$ cat src/rtl/fpba_pkg.sv
`timescale 1ns / 1ps
// ----------------------------------------------------------------------------
// fpba_pkg
// Shared types and constants of the fit policy block allocator.
// ----------------------------------------------------------------------------
package fpba_pkg;

	localparam int BLOCKS_DEF    = 16;
	localparam int SIZE_BITS_DEF = 16;

	// configuration port
	localparam int ADDR_W = 3;
	localparam int DATA_W = 32;

	localparam logic REG_FIT_MODE      = 1'b0;
	localparam logic REG_ACTIVE_BLOCKS = 1'b1;

	localparam logic [1:0] FIT_FIRST = 2'd0;
	localparam logic [1:0] FIT_BEST  = 2'd1;
	localparam logic [1:0] FIT_WORST = 2'd2;

	localparam logic [1:0] FIT_MODE_RST      = FIT_FIRST;
	localparam logic [4:0] ACTIVE_BLOCKS_RST = 5'd16;

	localparam logic CMD_LOAD  = 1'b0;
	localparam logic CMD_ALLOC = 1'b1;

	typedef struct packed {
		logic        command;
		logic [3:0]  block_slot;
		logic [15:0] amount;
	} item_t;

	typedef struct packed {
		logic        granted;
		logic [3:0]  chosen_block;
		logic [15:0] left_over;
	} result_t;

	typedef enum logic [1:0] {
		ST_IDLE,
		ST_SCAN,
		ST_DONE
	} state_t;

endpackage

$ cat src/rtl/fpba_if.sv
`timescale 1ns / 1ps
// ----------------------------------------------------------------------------
// fpba_if
// Valid/ready channels for request items and result items.
// ----------------------------------------------------------------------------
interface fpba_item_if;
	import fpba_pkg::*;

	logic  valid;
	logic  ready;
	item_t data;

	modport source (output valid, output data, input ready);
	modport sink (input valid, input data, output ready);
endinterface

interface fpba_result_if;
	import fpba_pkg::*;

	logic    valid;
	logic    ready;
	result_t data;

	modport source (output valid, output data, input ready);
	modport sink (input valid, input data, output ready);
endinterface

$ cat src/rtl/fpba_cell.sv
`timescale 1ns / 1ps
// ----------------------------------------------------------------------------
// fpba_cell
// One block entry: holds its capacity and refines the running candidate
// handed over from the previous cell.
// ----------------------------------------------------------------------------
module fpba_cell #(
	parameter int INDEX     = 0,
	parameter int IDX_W     = 4,
	parameter int SIZE_BITS = 16
) (
	input  logic                 clk,
	input  logic                 arst_n,
	input  logic [1:0]           mode,
	input  logic                 en,
	input  logic [SIZE_BITS-1:0] amt,
	input  logic                 wr_en,
	input  logic [IDX_W-1:0]     wr_idx,
	input  logic [SIZE_BITS-1:0] wr_val,
	input  logic                 prev_found,
	input  logic [IDX_W-1:0]     prev_idx,
	input  logic [SIZE_BITS-1:0] prev_cap,
	output logic                 found,
	output logic [IDX_W-1:0]     idx,
	output logic [SIZE_BITS-1:0] cap
);
	import fpba_pkg::*;

	logic [SIZE_BITS-1:0] cap_q;
	logic                 found_q;
	logic [IDX_W-1:0]     idx_q;
	logic [SIZE_BITS-1:0] cand_cap_q;
	logic                 fits;
	logic                 better;
	logic                 take;

	always_comb begin
		fits = en && (cap_q >= amt);
		unique case (mode)
			FIT_BEST:  better = cap_q < prev_cap;
			FIT_WORST: better = cap_q > prev_cap;
			default:   better = 1'b0;
		endcase
		// ties keep the lower index already in the candidate
		take = fits && (!prev_found || better);
	end

	always_ff @(posedge clk or negedge arst_n) begin
		if (!arst_n) begin
			cap_q <= '0;
		end else if (wr_en && (wr_idx == IDX_W'(INDEX))) begin
			cap_q <= wr_val;
		end
	end

	always_ff @(posedge clk or negedge arst_n) begin
		if (!arst_n) begin
			found_q <= 1'b0;
		end else begin
			found_q <= prev_found | take;
		end
	end

	always_ff @(posedge clk) begin
		if (take) begin
			idx_q      <= IDX_W'(INDEX);
			cand_cap_q <= cap_q;
		end else begin
			idx_q      <= prev_idx;
			cand_cap_q <= prev_cap;
		end
	end

	assign found = found_q;
	assign idx   = idx_q;
	assign cap   = cand_cap_q;

endmodule

$ cat src/rtl/fit_policy_block_allocator_core.sv
`timescale 1ns / 1ps
// ----------------------------------------------------------------------------
// fit_policy_block_allocator_core
// First, best and worst fit allocator over a row of block cells.
// Flow: an accepted allocate moves to ST_SCAN while the candidate ripples
//   through the cell row, then to ST_DONE, where the result is registered once
//   the result channel is free; requests, loads among them, are taken only in ST_IDLE.
// Reset: all capacities clear to zero, fit_mode to first fit, active_blocks
//   to 16, no result pending.
// ----------------------------------------------------------------------------
module fit_policy_block_allocator_core #(
	parameter int BLOCKS    = fpba_pkg::BLOCKS_DEF,
	parameter int SIZE_BITS = fpba_pkg::SIZE_BITS_DEF
) (
	input  logic                        clk,
	input  logic                        arst_n,
	fpba_item_if.sink                   item,
	fpba_result_if.source               result,
	input  logic                        psel,
	input  logic                        penable,
	input  logic                        pwrite,
	input  logic [fpba_pkg::ADDR_W-1:0] paddr,
	input  logic [fpba_pkg::DATA_W-1:0] pwdata,
	output logic [fpba_pkg::DATA_W-1:0] prdata,
	output logic                        pready
);
	import fpba_pkg::*;

	localparam int IDX_W = (BLOCKS > 1) ? $clog2(BLOCKS) : 1;
	localparam int CNT_W = $clog2(BLOCKS + 1);

	state_t state_q, state_d;

	logic [1:0]           fit_mode_q;
	logic [4:0]           active_q;
	logic [SIZE_BITS-1:0] amt_q;
	logic [CNT_W-1:0]     cnt_q;
	logic                 res_valid_q;
	result_t              res_q;

	logic                 wr_en;
	logic [IDX_W-1:0]     wr_idx;
	logic [SIZE_BITS-1:0] wr_val;
	logic                 res_load;
	logic                 slot_ok;
	logic                 cfg_wr;
	logic [SIZE_BITS-1:0] new_cap;

	logic                 chain_found [0:BLOCKS];
	logic [IDX_W-1:0]     chain_idx   [0:BLOCKS];
	logic [SIZE_BITS-1:0] chain_cap   [0:BLOCKS];

	// configuration registers
	assign pready = 1'b1;
	assign cfg_wr = psel && penable && pwrite;

	always_ff @(posedge clk or negedge arst_n) begin
		if (!arst_n) begin
			fit_mode_q <= FIT_MODE_RST;
			active_q   <= ACTIVE_BLOCKS_RST;
		end else if (cfg_wr) begin
			unique case (paddr[2])
				REG_FIT_MODE:      fit_mode_q <= pwdata[1:0];
				REG_ACTIVE_BLOCKS: active_q   <= pwdata[4:0];
			endcase
		end
	end

	always_comb begin
		unique case (paddr[2])
			REG_FIT_MODE:      prdata = {(DATA_W-2)'(0), fit_mode_q};
			REG_ACTIVE_BLOCKS: prdata = {(DATA_W-5)'(0), active_q};
		endcase
	end

	// cell row, seeded with an empty candidate
	assign chain_found[0] = 1'b0;
	assign chain_idx[0]   = '0;
	assign chain_cap[0]   = '0;

	for (genvar j = 0; j < BLOCKS; j++) begin : g_cell
		logic cell_en;
		assign cell_en = j < int'(active_q);

		fpba_cell #(
			.INDEX     (j),
			.IDX_W     (IDX_W),
			.SIZE_BITS (SIZE_BITS)
		) u_cell (
			.clk        (clk),
			.arst_n     (arst_n),
			.mode       (fit_mode_q),
			.en         (cell_en),
			.amt        (amt_q),
			.wr_en      (wr_en),
			.wr_idx     (wr_idx),
			.wr_val     (wr_val),
			.prev_found (chain_found[j]),
			.prev_idx   (chain_idx[j]),
			.prev_cap   (chain_cap[j]),
			.found      (chain_found[j+1]),
			.idx        (chain_idx[j+1]),
			.cap        (chain_cap[j+1])
		);
	end

	assign slot_ok = int'(item.data.block_slot) < BLOCKS;
	assign new_cap = chain_cap[BLOCKS] - amt_q;

	always_ff @(posedge clk or negedge arst_n) begin
		if (!arst_n) begin
			state_q <= ST_IDLE;
		end else begin
			state_q <= state_d;
		end
	end

	always_comb begin
		state_d    = state_q;
		item.ready = 1'b0;
		wr_en      = 1'b0;
		wr_idx     = '0;
		wr_val     = '0;
		res_load   = 1'b0;
		unique case (state_q)
			ST_IDLE: begin
				item.ready = 1'b1;
				if (item.valid) begin
					if (item.data.command == CMD_ALLOC) begin
						state_d = ST_SCAN;
					end else if (slot_ok) begin
						wr_en  = 1'b1;
						wr_idx = IDX_W'(item.data.block_slot);
						wr_val = SIZE_BITS'(item.data.amount);
					end
				end
			end
			ST_SCAN: begin
				// the tail is settled once the candidate crossed every cell
				if (cnt_q == CNT_W'(BLOCKS - 1)) begin
					state_d = ST_DONE;
				end
			end
			ST_DONE: begin
				if (!res_valid_q || result.ready) begin
					res_load = 1'b1;
					state_d  = ST_IDLE;
					wr_en    = chain_found[BLOCKS];
					wr_idx   = chain_idx[BLOCKS];
					wr_val   = new_cap;
				end
			end
			default: state_d = ST_IDLE;
		endcase
	end

	always_ff @(posedge clk or negedge arst_n) begin
		if (!arst_n) begin
			cnt_q <= '0;
		end else if (state_q == ST_SCAN) begin
			cnt_q <= cnt_q + CNT_W'(1);
		end else begin
			cnt_q <= '0;
		end
	end

	always_ff @(posedge clk) begin
		if (item.valid && item.ready && (item.data.command == CMD_ALLOC)) begin
			amt_q <= SIZE_BITS'(item.data.amount);
		end
	end

	// result register
	always_ff @(posedge clk or negedge arst_n) begin
		if (!arst_n) begin
			res_valid_q <= 1'b0;
		end else if (res_load) begin
			res_valid_q <= 1'b1;
		end else if (result.ready) begin
			res_valid_q <= 1'b0;
		end
	end

	always_ff @(posedge clk) begin
		if (res_load) begin
			res_q.granted <= chain_found[BLOCKS];
			if (chain_found[BLOCKS]) begin
				res_q.chosen_block <= 4'(chain_idx[BLOCKS]);
				res_q.left_over    <= 16'(new_cap);
			end else begin
				res_q.chosen_block <= '0;
				res_q.left_over    <= '0;
			end
		end
	end

	assign result.valid = res_valid_q;
	assign result.data  = res_q;

endmodule

$ cat src/flat_wrapper.sv
// flat-port wrapper written by rule: the top's interface ports become plain ports
module fit_policy_block_allocator_core_flat import fpba_pkg::*;
#(
	parameter int BLOCKS    = fpba_pkg::BLOCKS_DEF,
	parameter int SIZE_BITS = fpba_pkg::SIZE_BITS_DEF
)
  (clk, arst_n, psel, penable, pwrite, paddr, pwdata, prdata, pready, item_valid, item_data, item_ready, result_valid, result_data, result_ready);
  fpba_item_if item_i ();
  fpba_result_if result_i ();
  input  logic clk;
  input  logic arst_n;
  input  logic psel;
  input  logic penable;
  input  logic pwrite;
  input  logic [fpba_pkg::ADDR_W-1:0] paddr;
  input  logic [fpba_pkg::DATA_W-1:0] pwdata;
  output logic [fpba_pkg::DATA_W-1:0] prdata;
  output logic pready;
  input wire logic [$bits(item_i.valid)-1:0] item_valid;
  input wire logic [$bits(item_i.data)-1:0] item_data;
  output wire logic [$bits(item_i.ready)-1:0] item_ready;
  output wire logic [$bits(result_i.valid)-1:0] result_valid;
  output wire logic [$bits(result_i.data)-1:0] result_data;
  input wire logic [$bits(result_i.ready)-1:0] result_ready;
  assign item_i.valid = item_valid;
  assign item_i.data = item_data;
  assign item_ready = item_i.ready;
  assign result_valid = result_i.valid;
  assign result_data = result_i.data;
  assign result_i.ready = result_ready;
  fit_policy_block_allocator_core #(.BLOCKS(BLOCKS), .SIZE_BITS(SIZE_BITS)) u_core (.clk(clk), .arst_n(arst_n), .item(item_i), .result(result_i), .psel(psel), .penable(penable), .pwrite(pwrite), .paddr(paddr), .pwdata(pwdata), .prdata(prdata), .pready(pready));
endmodule
$ cat config.mk
export PLATFORM = sky130hd
export DESIGN_NAME = fit_policy_block_allocator_core_flat
export DESIGN_NICKNAME = d
export VERILOG_FILES = /design/src/rtl/fpba_pkg.sv /design/src/rtl/fpba_if.sv /design/src/rtl/fpba_cell.sv /design/src/rtl/fit_policy_block_allocator_core.sv /design/src/flat_wrapper.sv
export SDC_FILE = /design/constraint.sdc
export NUM_CORES = 2
export LEC_CHECK = 0
export BUFFER_PORTS_ARGS = -buffer_cell sky130_fd_sc_hd__buf_4
export CAP_MARGIN = 20
export CORE_ASPECT_RATIO = 1.25
export CORE_MARGIN = 4
export CORE_UTILIZATION = 30
export DETAILED_ROUTE_END_ITERATION = 6
export SYNTH_ARGS = -nofsm -noshare
export SYNTH_HDL_FRONTEND = slang
export SYNTH_SLANG_ARGS = --single-unit
$ cat constraint.sdc
create_clock -name clk -period 3.9 [get_ports clk]
set_input_delay 0.39 -clock clk [delete_from_list [all_inputs] [get_ports clk]]
set_output_delay 0.39 -clock clk [all_outputs]
set_load 0.02 [all_outputs]
Word level (Yosys, flattened, before mapping)
Index checks and enable logic that the tools add are counted.

storage, ports and cells
  bits in registers = 640
  input port bits = 63
  output and inout bits = 56

cells by class
  add/subtract/negate cells = 2
  magnitude comparators = 62
  equal/unequal tests = 24
  multiplexer cells = 55
  bitwise gates (word level) = 16
  reduce and logical (&&, ||, !) cells = 89

operators by type and width
  cell                                                                    count
  16-bit 2-to-1 mux                                                       18
  16-bit >= comparator                                                    16
  16-bit greater-than comparator                                          15
  16-bit < comparator                                                     15
  32-bit case mux with 2 select lines                                     1
  1-bit logical AND                                                       51
  4-bit by 5-bit < comparator with 1-bit output (first input constant)    8
  4-bit equality test (second input constant)                             8
  1-bit case mux with 2 select lines                                      16
  16-bit case mux with 2 select lines                                     1
  3-bit by 5-bit < comparator with 1-bit output (first input constant)    4
  4-bit by 3-bit equality test with 1-bit output (second input constant)  4
  1-bit zero test                                                         16
  1-bit logical OR                                                        16
  16-bit subtractor                                                       1
  1-bit bitwise OR                                                        15
  4-bit 2-to-1 mux                                                        3
  1-bit by 5-bit < comparator with 1-bit output (first input constant)    2
  2-bit by 5-bit < comparator with 1-bit output (first input constant)    2
  1-bit 2-to-1 mux                                                        9
  4-bit by 2-bit equality test with 1-bit output (second input constant)  2
  2-bit 2-to-1 mux                                                        4
  4-bit case mux with 2 select lines                                      1
  2-bit case mux with 3 select lines                                      1
  other kinds (14)                                                        19

Depth between registers and ports, before layout
  depth in word-level cells = 6
  mapped depth = 12

Hierarchy
A second synthesis with hierarchy kept.

unflattened totals
  cell total of the unflattened synthesis = 3,526
  area total of the unflattened synthesis = 38,589.5 um^2

modules (own cells, without submodules)
  module                                     instances  cells an instance  area an instance (um^2)  seq. area each (um^2)
  fpba_cell at u_core.g_cell[10].u_cell ...  5          201                2,205.9                  825.8
  fpba_cell at u_core.g_cell[0].u_cell ...   3          202                2,209.6                  825.8
  fpba_cell at u_core.g_cell[4].u_cell ...   2          201                2,209.6                  825.8
  fpba_cell at u_core.g_cell[11].u_cell ...  2          200                2,207.1                  825.8
  fpba_cell at u_core.g_cell[13].u_cell ...  2          201                2,202.1                  825.8
  fit_policy_block_allocator_core            1          311                3,283.1                  1,487.7
  fpba_cell at u_core.g_cell[15].u_cell      1          200                2,205.9                  825.8
  fpba_cell at u_core.g_cell[3].u_cell       1          200                2,204.6                  825.8

Least setup slack after synthesis
Ideal clock, no wire load.

  kind = reg-to-reg
  start point = register u_core.amt_q[0]
  end point = register u_core.g_cell[13].u_cell.cap_q[14]
  setup time = 0.136 ns
  arrival = 2.843 ns
  data required time = 3.764 ns
  slack = 0.921 ns
  cell stages (with the launch flop) = 12
  path buffers = 1
  clock period less this slack = 2.979 ns
  cell sequence = edfxtp_1 -> ha_1 -> inv_1 -> fa_1 -> a211oi_1 -> o21a_1 -> o31a_1 -> a21oi_1 -> a21o_1 -> a31oi_1 -> clkbuf_1 -> o21ai_0

on the way
  cells in the longest elaborated chain, start to end = 3

RTL lines
  what                                 RTL line                                source
  start, declared                      fit_policy_block_allocator_core.sv:36   logic [SIZE_BITS-1:0] amt_q;
  start signal, assigned               fit_policy_block_allocator_core.sv:169  amt_q <= SIZE_BITS'(item.data.amount);
  16-bit subtractor                    fit_policy_block_allocator_core.sv:108  assign new_cap = chain_cap[BLOCKS] - amt_q;
  16-bit 2-to-1 mux                    fit_policy_block_allocator_core.sv:145  if (!res_valid_q || result.ready) begin
  16-bit case mux with 2 select lines  fit_policy_block_allocator_core.sv:125  unique case (state_q)
  end signal, assigned                 fpba_cell.sv:52                         cap_q <= wr_val;
  end, declared                        fpba_cell.sv:29                         logic [SIZE_BITS-1:0] cap_q;

Every way passes these cells.
A chain may end at the register's enable or synchronous reset.

Worst setup path in the final report
  start point = register u_core.amt_q[2]
  end point = register u_core.g_cell[8].u_cell.cand_cap_q[10]

on the way
  cells in the longest elaborated chain, start to end = 4

RTL lines
  what                  RTL line         source
  16-bit >= comparator  fpba_cell.sv:38  fits = en && (cap_q >= amt);
  1-bit logical AND     fpba_cell.sv:38
  1-bit logical AND     fpba_cell.sv:45  take = fits && (!prev_found || better);
  16-bit 2-to-1 mux     fpba_cell.sv:65  if (take) begin
  end signal, assigned  fpba_cell.sv:67  cand_cap_q <= cap_q;
  end signal, assigned  fpba_cell.sv:70  cand_cap_q <= prev_cap;
  end, declared         fpba_cell.sv:32  logic [SIZE_BITS-1:0] cand_cap_q;

Every way passes these cells.

==> metrics.csv <==
metric;value;unit
core-area;113000;um2
route.vias.total;25200;
period_share;0.894;
skew;0.0225;ns
syn-cell-area;34100;um2
p_leak;18.2;nW
layout-drive-gt1-share;0.165;
grt_pass1_wl;153000;um
synth_cells;3374;
firstDrtPassIters;7;
synthArstFlopShare;0.456;
yosys.area.top_type;dfrtp_1;
dpl.hpwl;72700;um
outcome;finished clean;
cts_resized;0;
first_iter_violations;1680;
grt_overflow_total;0;
startpoint_type;flip-flop;
crit_fanout;16;
port_buffers;61;
wl;101000;um
drc;0;
tns;0;ns
synthMostInstantiatedCell;ha_1;
slew_headroom;0.225;
layout_setup_ws;0.412;ns
place_area;36900;um2
final.min_clock_period;3.49;ns
dieHeight;385;um
post-place-ws;0.505;ns
ys_top_cells_by_area;dfrtp_1 21%, ha_1 19%, dfxtp_1 18%;
yosysSeqAreaShare;0.423;
maxCapViolations;0;
stdcell_area;39400;um2
grt_use_total;0.169;
r2r_slack;0.41;ns
place_congestion;0.857;
hold_viol;0;
synthToLayoutAreaGrowth;15.6;%
hp-class;input pin to flip-flop;
tritoncts;built;
cts_buffer_depth;3;
yosysTopAreaCellShare;0.210;
setup_viol;0;
max_freq;287;MHz
wl_per_cell;20.0;um
ys_top_cells_by_count;515 x ha_1, 316 x a21oi_1, 305 x dfxtp_1;
synth_edf_count;37;
avgSynthCellArea;10.1;um2
synth-seq-cells;629;
antenna_found_initial;0;
clk-insertion-delay-late;0.64;ns
diodes;0;
clock_sinks;629;
numCtsBuffers;72;
postRouteAntennaNets;0;
drv_slew;0;
nNetsFinal;4101;
holdBufCountCts;22;
path_class;flip-flop to flip-flop;
first_global_vias;24900;
synth_flop_cell;dfxtp_1;
synth.distinct_cells;74;
crit_required;4.41;ns
start_util;0.301;
max_slew.worst_pin.slew;1.15;ns
die_area;119000;um2
p_per_area;568;nW/um2
post_cts_buffers;0;
path_clk_slew;0.06;ns
cp-end-kind;flip-flop;
peakVddDrop;317;uV
ctsRootBufferMaster;clkbuf_16;
rsz0062_at_grt;false;
viasPerCell;5.00;
std_cell_rows;138;
pin_count;119;
die_w;309;um
cp_data_arrival_time;4.00;ns
grt_max_degree;102;
ys_warn_count;0;
htree_levels;3;
## cells by family (layout without fill, tap and decap cells)
family | Yosys count | count (layout) | synth area share
AOI/OAI and AO/OA | 817 | 817 | 0.146
xor gates and xnor gates | 17 | 17 | 0.00437
adders and majority gates | 516 | 516 | 0.190
buffers and inverters | 428 | 609 | 0.0521
DFF | 629 | 629 | 0.423
muxes | 261 | 261 | 0.0865
other | 2 | 28 | 0.000220
and+or+nand+nor | 704 | 704 | 0.0984
## per-stage QoR
step           std cells  utilization  total power, mW  hold slack (ns)
4_1_cts             5050        0.348             22.5            0.148
3_3_place_gp        4895        0.326             15.6            0.396
6_report            5051        0.348             22.4            0.172
2_1_floorplan       3400            -             13.4           0.0944
5_1_grt             5051        0.348             23.7            0.178
3_5_place_dp        4895        0.326             15.8            0.401
## metal layers
| layer | track usage | wire length, um |
|---|---|---|
| met5 | 0 | 0 |
| met4 | 0.0568 | 3140 |
| met3 | 0.0207 | 4630 |
| met2 | 0.286 | 48300 |
| met1 | 0.222 | 45100 |
## worst paths after layout
path,from,end,depth (start not counted)
setup / recovery,u_core.amt_q[2]$_DFFE_PP_,u_core.g_cell[8].u_cell.cap[10]$_DFF_P_,9
hold / removal,result_ready,u_core.result.valid$_DFFE_PN0P_,3
setup reg to reg,u_core.amt_q[2]$_DFFE_PP_,u_core.g_cell[8].u_cell.cap[10]$_DFF_P_,9
hold reg to reg,u_core.g_cell[8].u_cell.idx[3]$_SDFF_PP1_,u_core.g_cell[9].u_cell.idx[3]$_SDFF_PP1_,1
max in group asynchronous,arst_n,u_core.g_cell[3].u_cell.cap_q[6]$_DFFE_PN0P_,3
min in group asynchronous,arst_n,u_core.g_cell[10].u_cell.cap_q[0]$_DFFE_PN0P_,2
## cell usage in the layout, fill, tap and decap left out, types with 28 or more instances in the layout
cell	netlist	layout
mux2_2	241	241
a21oi_1	316	315
a211oi_1	48	42
dfxtp_1	305	305
or2_2	30	30
nand2b_1	29	29
nor2_1	195	190
dfrtp_1	286	286
nor2b_1	45	44
nand2_1	227	227
ha_1	515	515
conb_1	2	28
clkbuf_16	0	74
o21ai_0	211	211
inv_1	288	287
nand4_1	89	89
edfxtp_1	37	37
a21o_1	73	73
o211ai_1	55	55
buf_4	30	151
## sequential cells by signal, summed over array words and instances, names as in the netlist
signal and flops:
u_core.g_cell.u_cell.cap 256, u_core.g_cell.u_cell.cap_q 256, u_core.g_cell.u_cell.idx 49, u_core.result.data 21, u_core.amt_q 16, u_core.g_cell.u_cell.found 16, u_core.active_q 5, u_core.cnt_q 5
u_core.fit_mode_q 2, u_core.state_q 2, u_core.result.valid 1
## final cells by class
class	count	area (um2)
multi-input combinational	2343	18200
sequential	629	14400
clock inverter	28	220
clock buffer	105	2050
inverter	288	1080
tap	1470	1840
fill	11300	73700
timing repair buffer	188	1660
## power breakdown
part	total (mW)	internal [mW]	switching (mW)
Combinational	6.66	2.95	3.71
Sequential	9.09	7.93	1.16
Clock	6.61	3.75	2.86
Total	22.4	14.6	7.73
## critical path, stage by stage (launching register included)
cell and delay [ns]:
edfxtp_1 0.37, inv_1 0.64, ha_1 0.30, o21ai_0 0.09, o211a_1 0.20, a2111oi_0 0.60
o32ai_1 0.20, a211oi_2 0.27, buf_4 0.30, mux2_2 0.36
(Power assumes the default switching activity.)
